--- src/rtl/sha256_pkg.sv ---
// SHA-256 package: round constants, initial hash values, helper functions and types.
`default_nettype none
package sha256_pkg;

   localparam int unsigned WordWidth = 32;
   localparam int unsigned BlockBytes = 64;
   localparam int unsigned LenPos = 56;
   localparam logic [7:0] PadMark = 8'h80;

   typedef logic [31:0] word_type;

   typedef enum logic [3:0] {
      ST_IDLE,
      ST_PAD,
      ST_ZERO,
      ST_LEN,
      ST_LOADW,
      ST_ROUND,
      ST_UPDATE,
      ST_EMIT
   } state_type;

   typedef struct packed {
      logic start;
      logic init;
   } core_ctl_type;

   function automatic word_type round_k(input logic [5:0] idx);
      word_type k;
      case (idx)
         6'd0: k = 32'h428a2f98; 6'd1: k = 32'h71374491; 6'd2: k = 32'hb5c0fbcf;
         6'd3: k = 32'he9b5dba5; 6'd4: k = 32'h3956c25b; 6'd5: k = 32'h59f111f1;
         6'd6: k = 32'h923f82a4; 6'd7: k = 32'hab1c5ed5; 6'd8: k = 32'hd807aa98;
         6'd9: k = 32'h12835b01; 6'd10: k = 32'h243185be; 6'd11: k = 32'h550c7dc3;
         6'd12: k = 32'h72be5d74; 6'd13: k = 32'h80deb1fe; 6'd14: k = 32'h9bdc06a7;
         6'd15: k = 32'hc19bf174; 6'd16: k = 32'he49b69c1; 6'd17: k = 32'hefbe4786;
         6'd18: k = 32'h0fc19dc6; 6'd19: k = 32'h240ca1cc; 6'd20: k = 32'h2de92c6f;
         6'd21: k = 32'h4a7484aa; 6'd22: k = 32'h5cb0a9dc; 6'd23: k = 32'h76f988da;
         6'd24: k = 32'h983e5152; 6'd25: k = 32'ha831c66d; 6'd26: k = 32'hb00327c8;
         6'd27: k = 32'hbf597fc7; 6'd28: k = 32'hc6e00bf3; 6'd29: k = 32'hd5a79147;
         6'd30: k = 32'h06ca6351; 6'd31: k = 32'h14292967; 6'd32: k = 32'h27b70a85;
         6'd33: k = 32'h2e1b2138; 6'd34: k = 32'h4d2c6dfc; 6'd35: k = 32'h53380d13;
         6'd36: k = 32'h650a7354; 6'd37: k = 32'h766a0abb; 6'd38: k = 32'h81c2c92e;
         6'd39: k = 32'h92722c85; 6'd40: k = 32'ha2bfe8a1; 6'd41: k = 32'ha81a664b;
         6'd42: k = 32'hc24b8b70; 6'd43: k = 32'hc76c51a3; 6'd44: k = 32'hd192e819;
         6'd45: k = 32'hd6990624; 6'd46: k = 32'hf40e3585; 6'd47: k = 32'h106aa070;
         6'd48: k = 32'h19a4c116; 6'd49: k = 32'h1e376c08; 6'd50: k = 32'h2748774c;
         6'd51: k = 32'h34b0bcb5; 6'd52: k = 32'h391c0cb3; 6'd53: k = 32'h4ed8aa4a;
         6'd54: k = 32'h5b9cca4f; 6'd55: k = 32'h682e6ff3; 6'd56: k = 32'h748f82ee;
         6'd57: k = 32'h78a5636f; 6'd58: k = 32'h84c87814; 6'd59: k = 32'h8cc70208;
         6'd60: k = 32'h90befffa; 6'd61: k = 32'ha4506ceb; 6'd62: k = 32'hbef9a3f7;
         default: k = 32'hc67178f2;
      endcase
      return k;
   endfunction

   function automatic word_type hash_init(input logic [2:0] idx);
      word_type h;
      case (idx)
         3'd0: h = 32'h6a09e667; 3'd1: h = 32'hbb67ae85;
         3'd2: h = 32'h3c6ef372; 3'd3: h = 32'ha54ff53a;
         3'd4: h = 32'h510e527f; 3'd5: h = 32'h9b05688c;
         3'd6: h = 32'h1f83d9ab;
         default: h = 32'h5be0cd19;
      endcase
      return h;
   endfunction

   function automatic word_type rotr(input word_type x, input int unsigned n);
      return (x >> n) | (x << (32 - n));
   endfunction

endpackage
`default_nettype wire

--- src/rtl/sha256_ram.sv ---
// Generic simple dual-port RAM (one write port, one read port) with registered read.
`default_nettype none
module sha256_ram #(
   parameter int unsigned Width = 8,
   parameter int unsigned Depth = 64
) (
   input  wire                      clock,
   input  wire                      wr_en,
   input  wire [$clog2(Depth)-1:0]  wr_addr,
   input  wire [Width-1:0]          wr_data,
   input  wire [$clog2(Depth)-1:0]  rd_addr,
   output logic [Width-1:0]         rd_data
);
   logic [Width-1:0] mem [Depth];

   always_ff @(posedge clock) begin
      if (wr_en) begin
         mem[wr_addr] <= wr_data;
      end
      rd_data <= mem[rd_addr];
   end
endmodule
`default_nettype wire

--- src/rtl/sha256_core.sv ---
// SHA-256 round engine: message schedule window, one round per cycle while round_en is set, hash update.
`default_nettype none
module sha256_core (
   input  wire                        clock,
   input  wire                        reset,
   input  wire sha256_pkg::core_ctl_type ctl,
   input  wire                        w_load,
   input  wire  sha256_pkg::word_type w_in,
   input  wire                        round_en,
   input  wire  [5:0]                 round_idx,
   input  wire                        update,
   input  wire  [2:0]                 rd_idx,
   output sha256_pkg::word_type       hash_out
);
   import sha256_pkg::*;

   word_type hash_ff [8];
   word_type hash_in [8];
   word_type v_ff [8];
   word_type v_in [8];
   word_type w_ff [16];
   word_type w_in_arr [16];
   word_type w_new, s0, s1, t1, t2, w_cur;

   always_comb begin
      s0 = rotr(w_ff[1], 7) ^ rotr(w_ff[1], 18) ^ (w_ff[1] >> 3);
      s1 = rotr(w_ff[14], 17) ^ rotr(w_ff[14], 19) ^ (w_ff[14] >> 10);
      w_new = w_ff[0] + s0 + w_ff[9] + s1;
      w_cur = w_ff[0];
      t1 = v_ff[7] + (rotr(v_ff[4], 6) ^ rotr(v_ff[4], 11) ^ rotr(v_ff[4], 25))
         + ((v_ff[4] & v_ff[5]) ^ (~v_ff[4] & v_ff[6])) + round_k(round_idx) + w_cur;
      t2 = (rotr(v_ff[0], 2) ^ rotr(v_ff[0], 13) ^ rotr(v_ff[0], 22))
         + ((v_ff[0] & v_ff[1]) ^ (v_ff[0] & v_ff[2]) ^ (v_ff[1] & v_ff[2]));
      for (int i = 0; i < 16; i++) begin
         w_in_arr[i] = w_ff[i];
      end
      for (int i = 0; i < 8; i++) begin
         v_in[i] = v_ff[i];
         hash_in[i] = hash_ff[i];
      end
      if (w_load || round_en) begin
         for (int i = 0; i < 15; i++) begin
            w_in_arr[i] = w_ff[i+1];
         end
         w_in_arr[15] = w_load ? w_in : w_new;
      end
      if (ctl.start) begin
         for (int i = 0; i < 8; i++) begin
            v_in[i] = hash_ff[i];
         end
      end else if (round_en) begin
         v_in[7] = v_ff[6]; v_in[6] = v_ff[5]; v_in[5] = v_ff[4];
         v_in[4] = v_ff[3] + t1;
         v_in[3] = v_ff[2]; v_in[2] = v_ff[1]; v_in[1] = v_ff[0];
         v_in[0] = t1 + t2;
      end
      if (ctl.init) begin
         for (int i = 0; i < 8; i++) begin
            hash_in[i] = hash_init(3'(i));
         end
      end else if (update) begin
         for (int i = 0; i < 8; i++) begin
            hash_in[i] = hash_ff[i] + v_ff[i];
         end
      end
   end

   always_ff @(posedge clock) begin
      if (reset) begin
         for (int i = 0; i < 8; i++) begin
            hash_ff[i] <= hash_init(3'(i));
         end
      end else begin
         for (int i = 0; i < 8; i++) begin
            hash_ff[i] <= hash_in[i];
         end
      end
      for (int i = 0; i < 8; i++) begin
         v_ff[i] <= v_in[i];
      end
      for (int i = 0; i < 16; i++) begin
         w_ff[i] <= w_in_arr[i];
      end
   end

   assign hash_out = hash_ff[rd_idx];
endmodule
`default_nettype wire

--- src/rtl/sha256_message_hash_unit.sv ---
// SHA-256 message hash unit top level: byte intake, padding sequencer, digest output.
// Takes one byte per transfer, if byte_present is set, into a 64-byte buffer RAM; a
// byte that fills the block starts its compression, and no byte is taken meanwhile.
// A full block is compressed by one shared round unit: it reads 16 schedule words from
// the RAM (4 bytes each, one byte a cycle), then runs 64 rounds at one per cycle and
// one update step. On a last transfer the sequencer writes padding into the RAM one
// byte a cycle, compresses one or two blocks and then presents the eight digest words,
// one per output transfer. No item is taken from that point until the last word leaves.
`default_nettype none
module sha256_message_hash_unit (
   input  wire         clock,
   input  wire         reset,
   input  wire         req_tvalid,
   output logic        req_tready,
   input  wire  [7:0]  req_tdata,   // [7:0] message_byte
   input  wire  [0:0]  req_tuser,   // [0] byte_present
   input  wire         req_tlast,
   output logic        rsp_tvalid,
   input  wire         rsp_tready,
   output logic [31:0] rsp_tdata,   // [31:0] digest_word
   output logic [2:0]  rsp_tuser,   // [2:0] word_index
   output logic        rsp_tlast
);
   import sha256_pkg::*;

   state_type state_ff, state_in;
   logic [5:0] fill_ff, fill_in;
   logic [63:0] len_ff, len_in, total_ff, total_in;
   logic [6:0] cnt_ff, cnt_in;
   logic fin_ff, fin_in;       // compression belongs to finishing
   logic second_ff, second_in; // another block follows (padding or length)
   logic [23:0] acc_ff, acc_in;
   logic [2:0] oidx_ff, oidx_in;

   logic ram_we;
   logic [5:0] ram_wa, ram_ra;
   logic [7:0] ram_wd, ram_rd;
   logic w_load, round_en, update;
   core_ctl_type ctl;
   word_type hash_out;
   logic acc_req;

   sha256_ram #(.Width(8), .Depth(64)) u_buf (
      .clock(clock), .wr_en(ram_we), .wr_addr(ram_wa), .wr_data(ram_wd),
      .rd_addr(ram_ra), .rd_data(ram_rd));

   sha256_core u_core (
      .clock(clock), .reset(reset), .ctl(ctl), .w_load(w_load), .w_in({acc_ff, ram_rd}),
      .round_en(round_en), .round_idx(cnt_ff[5:0]), .update(update), .rd_idx(oidx_ff),
      .hash_out(hash_out));

   assign acc_req = req_tvalid && req_tready;

   // next state and counters
   always_comb begin
      state_in = state_ff;
      fill_in = fill_ff;
      len_in = len_ff;
      total_in = total_ff;
      cnt_in = cnt_ff;
      fin_in = fin_ff;
      second_in = second_ff;
      acc_in = acc_ff;
      oidx_in = oidx_ff;
      case (state_ff)
         ST_IDLE: begin
            if (acc_req) begin
               if (req_tuser[0]) begin
                  fill_in = fill_ff + 6'd1;
                  if (fill_ff == 6'd63) begin
                     len_in = len_ff + 64'd512;
                     cnt_in = '0;
                     fin_in = 1'b0;
                     // padding block follows when this byte ends the message
                     second_in = req_tlast;
                     state_in = ST_LOADW;
                  end else if (req_tlast) begin
                     state_in = ST_PAD;
                  end
               end else if (req_tlast) begin
                  state_in = ST_PAD;
               end
            end
         end
         ST_PAD: begin
            // fill_ff points at the pad position
            total_in = len_ff + {55'd0, fill_ff, 3'd0};
            fin_in = 1'b1;
            second_in = (fill_ff >= 6'd56);
            cnt_in = {1'b0, fill_ff + 6'd1};
            if (fill_ff == 6'd63) begin
               cnt_in = '0;
               state_in = ST_LOADW;
            end else if (fill_ff == 6'd55) begin
               state_in = ST_LEN;
            end else begin
               state_in = ST_ZERO;
            end
         end
         ST_ZERO: begin
            cnt_in = cnt_ff + 7'd1;
            if (second_ff ? (cnt_ff == 7'd63) : (cnt_ff == 7'd55)) begin
               cnt_in = second_ff ? 7'd0 : 7'd56;
               state_in = second_ff ? ST_LOADW : ST_LEN;
            end
         end
         ST_LEN: begin
            cnt_in = cnt_ff + 7'd1;
            if (cnt_ff == 7'd63) begin
               cnt_in = '0;
               state_in = ST_LOADW;
            end
         end
         ST_LOADW: begin
            // cnt 0..63 issues reads; the registered RAM data lands in the next cycle
            cnt_in = cnt_ff + 7'd1;
            if (cnt_ff != 7'd0) begin
               acc_in = {acc_ff[15:0], ram_rd};
            end
            if (cnt_ff == 7'd64) begin
               cnt_in = '0;
               state_in = ST_ROUND;
            end
         end
         ST_ROUND: begin
            cnt_in = cnt_ff + 7'd1;
            if (cnt_ff == 7'd63) begin
               state_in = ST_UPDATE;
            end
         end
         ST_UPDATE: begin
            if (!fin_ff) begin
               second_in = 1'b0;
               state_in = second_ff ? ST_PAD : ST_IDLE;
            end else if (second_ff) begin
               second_in = 1'b0;
               cnt_in = '0;
               state_in = ST_ZERO;
            end else begin
               oidx_in = '0;
               state_in = ST_EMIT;
            end
         end
         ST_EMIT: begin
            if (rsp_tready) begin
               oidx_in = oidx_ff + 3'd1;
               if (oidx_ff == 3'd7) begin
                  fill_in = '0;
                  len_in = '0;
                  state_in = ST_IDLE;
               end
            end
         end
         default: state_in = ST_IDLE;
      endcase
   end

   // outputs
   always_comb begin
      req_tready = (state_ff == ST_IDLE);
      rsp_tvalid = (state_ff == ST_EMIT);
      rsp_tdata = hash_out;
      rsp_tuser = oidx_ff;
      rsp_tlast = (oidx_ff == 3'd7);
      ram_we = 1'b0;
      ram_wa = fill_ff;
      ram_wd = req_tdata;
      ram_ra = cnt_ff[5:0];
      w_load = 1'b0;
      round_en = 1'b0;
      update = 1'b0;
      ctl.start = 1'b0;
      ctl.init = 1'b0;
      case (state_ff)
         ST_IDLE: ram_we = acc_req && req_tuser[0];
         ST_PAD: begin
            ram_we = 1'b1;
            ram_wd = PadMark;
         end
         ST_ZERO: begin
            ram_we = 1'b1;
            ram_wa = cnt_ff[5:0];
            ram_wd = '0;
         end
         ST_LEN: begin
            ram_we = 1'b1;
            ram_wa = cnt_ff[5:0];
            ram_wd = total_ff[8*(7-cnt_ff[2:0]) +: 8];
         end
         ST_LOADW: begin
            w_load = (cnt_ff != 7'd0) && (cnt_ff[1:0] == 2'd0);
            ctl.start = (cnt_ff == 7'd64);
         end
         ST_ROUND: round_en = 1'b1;
         ST_UPDATE: update = 1'b1;
         ST_EMIT: ctl.init = rsp_tready && (oidx_ff == 3'd7);
         default: ;
      endcase
   end

   always_ff @(posedge clock) begin
      if (reset) begin
         state_ff <= ST_IDLE;
         fill_ff <= '0;
         len_ff <= '0;
         cnt_ff <= '0;
         fin_ff <= 1'b0;
         second_ff <= 1'b0;
         oidx_ff <= '0;
      end else begin
         state_ff <= state_in;
         fill_ff <= fill_in;
         len_ff <= len_in;
         cnt_ff <= cnt_in;
         fin_ff <= fin_in;
         second_ff <= second_in;
         oidx_ff <= oidx_in;
      end
      total_ff <= total_in;
      acc_ff <= acc_in;
   end
endmodule
`default_nettype wire
--- config.mk ---
export PLATFORM = sky130hd
export DESIGN_NAME = sha256_message_hash_unit
export DESIGN_NICKNAME = d
export VERILOG_FILES = /design/src/rtl/sha256_pkg.sv /design/src/rtl/sha256_ram.sv /design/src/rtl/sha256_core.sv /design/src/rtl/sha256_message_hash_unit.sv
export SDC_FILE = /design/constraint.sdc
export NUM_CORES = 2
export LEC_CHECK = 0
export BUFFER_PORTS_ARGS = -buffer_cell sky130_fd_sc_hd__buf_2
export CAP_MARGIN = 20
export CELL_PAD_IN_SITES_DETAIL_PLACEMENT = 1
export CELL_PAD_IN_SITES_GLOBAL_PLACEMENT = 2
export CORE_ASPECT_RATIO = 1.25
export CORE_MARGIN = 3
export CORE_UTILIZATION = 40
export CTS_BUF_LIST = sky130_fd_sc_hd__clkbuf_8
export DETAILED_ROUTE_END_ITERATION = 8
export PLACE_DENSITY_LB_ADDON = 0.1
export SKIP_LAST_GASP = 1
export SYNTH_ARGS = -nofsm -noshare
export SYNTH_HDL_FRONTEND = slang
export SYNTH_SLANG_ARGS = --single-unit
--- constraint.sdc ---
create_clock -name clock -period 21.1 [get_ports clock]
set_input_delay 4.22 -clock clock [delete_from_list [all_inputs] [get_ports clock]]
set_output_delay 4.22 -clock clock [all_outputs]
set_load 0.01 [all_outputs]
---- Word-level counts from Yosys, hierarchy flattened ----
Memory sizes are Yosys's and may differ from the RTL's. A register that Yosys moved wholly into a read port is not among the register bits.
Cells that the tools add are included.
Widths: inputs -> output; s select.
storage, ports and cells
  ROM bits ................................ 2048
  register bits ........................... 174
  logic and storage cells ................. 214
  memories kept ........................... 5
  output and inout bits ................... 38
  memory bits (writable) .................. 1536
memories
  name             words  bits a word  read ports  clocked after Yosys merged registers in  write ports  RTL line           source
  (no name shown)  64     32           1           1                                        0            sha256_pkg.sv:30   case (idx)
  u_buf.mem        64     8            1           1                                        1            sha256_ram.sv:14   logic [Width-1:0] mem [Depth];
  u_core.w_ff      16     32           16          0                                        16           sha256_core.sv:21  word_type w_ff [16];
  u_core.hash_ff   8      32           9           1                                        8            sha256_core.sv:17  word_type hash_ff [8];
  u_core.v_ff      8      32           8           0                                        8            sha256_core.sv:19  word_type v_ff [8];
operators by class
  eq/ne operators ......................... 25
  order comparisons ....................... 1
  reductions and logical operators ........ 23
  bitwise gates (word level) .............. 35
  shift operators ......................... 1
  muxes and demuxes ....................... 91
  add/subtract/negate cells ............... 24
operator list
  operator                count
  $mux 256                4
  $add 32x32->32          18
  $mux 32                 17
  $mux 512                1
  $mux 64                 5
  $xor 32x32->32          9
  $and 32x32->32          5
  $pmux 64 s2             1
  $add 64x10->64 const B  1
  $add 64x9->64           1
  $shiftx 64x33->8        1
  $mux 7                  8
  $mux 6                  9
  $pmux 7 s7              1
  $mux 4                  10
  $not 32->32             1
  $or 10x32->32           1
  $or 13x32->32           1
  $or 14x32->32           1
  $or 15x32->32           1
  $or 19x32->32           1
  $or 21x32->32           1
  $or 25x32->32           1
  $or 26x32->32           1
  other kinds (41)        100

---- Longest topological paths before layout ----
An unclocked memory read counts as a cell.
  depth after elaboration ................. 11
  gate-level depth with buffers ........... 28

---- By module ----
Synthesis repeated with hierarchy kept, for this count alone.
second synthesis, totals
  cells, all modules ...................... 7547
  area, all modules ....................... 92384.9 um^2
modules (own cells, without submodules)
  module                    cells an instance  area an instance (um^2)  times used
  sha256_core               5789               64031.4                  1
  sha256_ram                940                20166.8                  1
  sha256_message_hash_unit  818                8186.6                   1

---- Worst setup path before layout ----
OpenSTA, ideal clock, no wires.
  path kind ............................... flip-flop to flip-flop
  from .................................... register, netlist name cnt_ff[0]
  to ...................................... memory u_core.w_ff[0][0] (netlist bit), enable pin
  clock period less this slack ............ 15336 ps
  arrival ................................. 14430 ps
  stages on the path, launching flop included .. 9
  setup time .............................. 906 ps
  data required time ...................... 20194 ps
  path slack .............................. 5764 ps
  cell sequence ........................... dfxtp_1 -> clkinv_1 -> ha_1 -> or4b_4 -> nor2_1 -> a21boi_0 -> nand2_1 -> clkbuf_1 -> nand2_1
RTL lines
  what              RTL line
  end: declaration  sha256_core.sv:21

==> flow_summary.yaml <==
run_status:
  status: "completed"
synthesis:
  synthSimpleGateAreaFrac_pct: 10.4
  synth_compound_area_share_pct: 11.5
  syn_nets: 8655
  synth_top_family_by_area: "compound AO/OA/AOI/OAI gates"
  ys_ff_latch: 1741
  synth_xor_area_share_pct: 5.64
  yosys.cell_types.count: 96
  ys.flop_type: "edfxtp_1"
  synthAdderAreaFrac_pct: 9.78
  synth.area.mux_share_pct: 7.00
  synthArstFlopShare_pct: 0
  synth_warnings: 0
  synth_edf_count: 1365
  syn_avg_cell_area_um2: 11.5
  ys_seq_area_share_pct: 52.2
  synth_area_um2: 92900
  synth_cells: 8049
placed_design:
  place_area_um2: 96400
  place_ws_ns: 12.40
  portBuffers: 51
  dp_cells: 10872
  hpwl_um: 234000
  routabilityCongestion: 0.901
detailed_routing:
  ant_nets: 0
  drc: 0
  num_vias: 64296
  dr.first_iter.drc_count: 4431
  wl_per_cell_um: 28.1
  viasPerCell: 5.62
  first_pass_iters: 5
  wl_um: 321000
die:
  core.rowCount: 197
  dieArea_um2: 238000
  die_x_um: 437
  die_h_um: 545
  initial_utilization_pct: 40.3
  io_pins: 52
  core_area_um2: 231000
clock_network:
  post-cts-setup-buffers: 0
  cts_buffer_depth: 4
  clkSinkCount: 1741
  cts_buffers: 307
  root_buffer: "clkbuf_8"
  clk_latency_ns: 1.02
  clkTransAtPathRegs_ns: 0.06
  cts_tree: "done"
  cts_resized: 0
  htreeDepth: 5
  hold_buffers: 0
global_route:
  grt_usage_pct: 26.6
  grt.overflow.total: 0
  grt_pass1_vias: 67012
  antenna_found_initial: 10
  grt_pass1_wl_um: 468000
  grt_max_degree: 132
sta:
  holdWs_ns: 0.361
  setup_viol: 0
  worstMarginPinSlew_ns: 1.14
  timing.final.ws_setup_ns: 13.00
  finalCritPeriodShare_pct: 38.4
  finalHoldViolCount: 0
  final.setup.tns_ns: 0
  fin_skew_ns: 0.138
  layout_min_cycle_time_ns: 8.10
  slew_headroom_pct: 23.3
  fmax_mhz: 123
  final_max_slew_viol_count: 0
  rsz0062_at_grt: "no"
setup_path:
  crit_path_max_incr_delay_ns: 0.79
  startpoint_type: "flop"
  path_buf_inv: 2
  timing.critical_path.to_type: "primary output"
  worstSetupPathType: "flop to primary output"
  cp.depth: 4
  crit_chain: "buf_4 -> mux4_2 -> mux2_2 -> buf_2"
  cp.required_ns: 16.88
  cp_top_family: "multiplexers"
  r2r_cells: 23
  critPathSlowestCell: "dfxtp_4"
  path_max_fanout: 34
  cp.arrival_ns: 3.88
layout:
  final_cell_count_no_fill: 11432
  nets: 8711
  layout-drive-gt1-share_pct: 11.4
  final_area_um2: 102000
  fin_util_pct: 44.4
  area_delta_synth_final_pct: 10.2
pwr:
  power_per_cell_area_nw_per_um2: 151
  vdd_drop_max_v: 0.000160
  power_mw: 15.5
  p_leak_nw: 37.9
hold_path:
  min_path_cells: 0
  hold_class: "flop to flop"
job:
  cap_violations: 0
final cells by class:
class	count	area [um2]
fill	24595	128000
sequential	1741	48500
multi-input combinational	5478	41400
clock buffer	338	4650
tap	3084	3860
inverter	405	1520
timing repair buffer	172	1250
clock inverter	206	1160
antenna	8	20.0
power breakdown:
part | internal, mW | switching, mW
sequential | 4.30 | 0.193
combinational | 3.12 | 4.83
clock | 1.58 | 1.48
total | 8.99 | 6.50
worst paths after layout:
path                                        to  slack [ns]               startpoint
hold reg to reg         total_ff[59]$_DFFE_PP_        0.36  len_ff[59]$_SDFFE_PP0P_
hold / removal          total_ff[59]$_DFFE_PP_        0.36  len_ff[59]$_SDFFE_PP0P_
setup reg to reg  u_core.v_ff[2][30]$_DFFE_PP_       13.09                     flop
setup / recovery                 rsp_tdata[30]       13.00                     flop
cells by family (layout without fill, tap and decap cells):
logic type	after synthesis	after routing
simple gates	2216	2216
flops	1741	1741
compound gates	1710	1710
buf+inv	830	1121
fa+ha+maj	614	614
xor+xnor	599	599
mux	338	338
other cells	1	9
metal layers:
metal,global-route usage [%],vias to the layer above,wire length [um]
li1,-,29337,-
met1,34.6,33199,139000
met2,45.7,1329,158000
met3,3.17,431,11700
met4,9.73,0,12500
met5,0,-,0
synth_stat cells (all sizes together) (15+ instances only):
| master | number | area share [%] |
|---|---|---|
| edfxtp | 1365 | 44 |
| nand2 | 1167 | 4.7 |
| a21oi | 552 | 3.0 |
| nor2 | 453 | 1.8 |
| inv | 404 | 1.6 |
| o21ai | 401 | 2.2 |
| ha | 397 | 5.3 |
| xnor2 | 388 | 3.7 |
| dfxtp | 376 | 8.1 |
| clkbuf | 349 | 1.4 |
| mux4 | 243 | 5.9 |
| xor2 | 211 | 2.0 |
| fa | 195 | 4.2 |
| a21o | 193 | 1.6 |
| nand3 | 147 | 0.79 |
| o211ai | 115 | 0.93 |
| nor3 | 94 | 0.52 |
| buf | 76 | 0.42 |
| mux2 | 65 | 0.79 |
| a211oi | 62 | 0.51 |
| nand2b | 62 | 0.42 |
| o21bai | 55 | 0.44 |
| and3 | 52 | 0.35 |
| nor2b | 51 | 0.34 |
| a31oi | 49 | 0.33 |
| or3 | 48 | 0.32 |
| o21a | 42 | 0.34 |
| nand4 | 38 | 0.27 |
| mux2i | 30 | 0.32 |
| o31ai | 29 | 0.25 |
| maj3 | 22 | 0.24 |
| o22ai | 20 | 0.13 |
| nand3b | 18 | 0.15 |
| o221ai | 16 | 0.15 |
| and2 | 15 | 0.10 |
sequential cells by signal, indices dropped and copies added, names as in the netlist, named ones only:
signal,count
acc_ff,24
cnt_ff,7
fill_ff,6
fin_ff,1
len_ff,55
rsp_tuser,3
second_ff,1
state_ff,4
total_ff,61
u_buf.mem,512
u_buf.rd_data,8
u_core.hash_ff,256
u_core.v_ff,256
u_core.w_ff,512
cell usage in the layout (no fill, tap or decap), types with 42 or more instances in the layout:
cell,n
a21oi_1,551
xor2_1,211
clkbuf_8,338
dfxtp_1,370
mux2_2,65
buf_4,108
edfxtp_1,1365
mux4_2,243
a21o_1,193
nor2_1,452
fa_1,195
and3_1,51
o211ai_1,115
nand2b_1,62
a31oi_1,48
xnor2_1,388
nand2_1,1161
o21a_1,42
ha_1,397
o21bai_1,55
clkinv_1,42
o21ai_0,382
nor2b_1,51
or3_1,48
inv_1,507
nor3_1,90
nand3_1,145
buf_2,52
a211oi_1,61
Power figures use the tool's default switching activity.
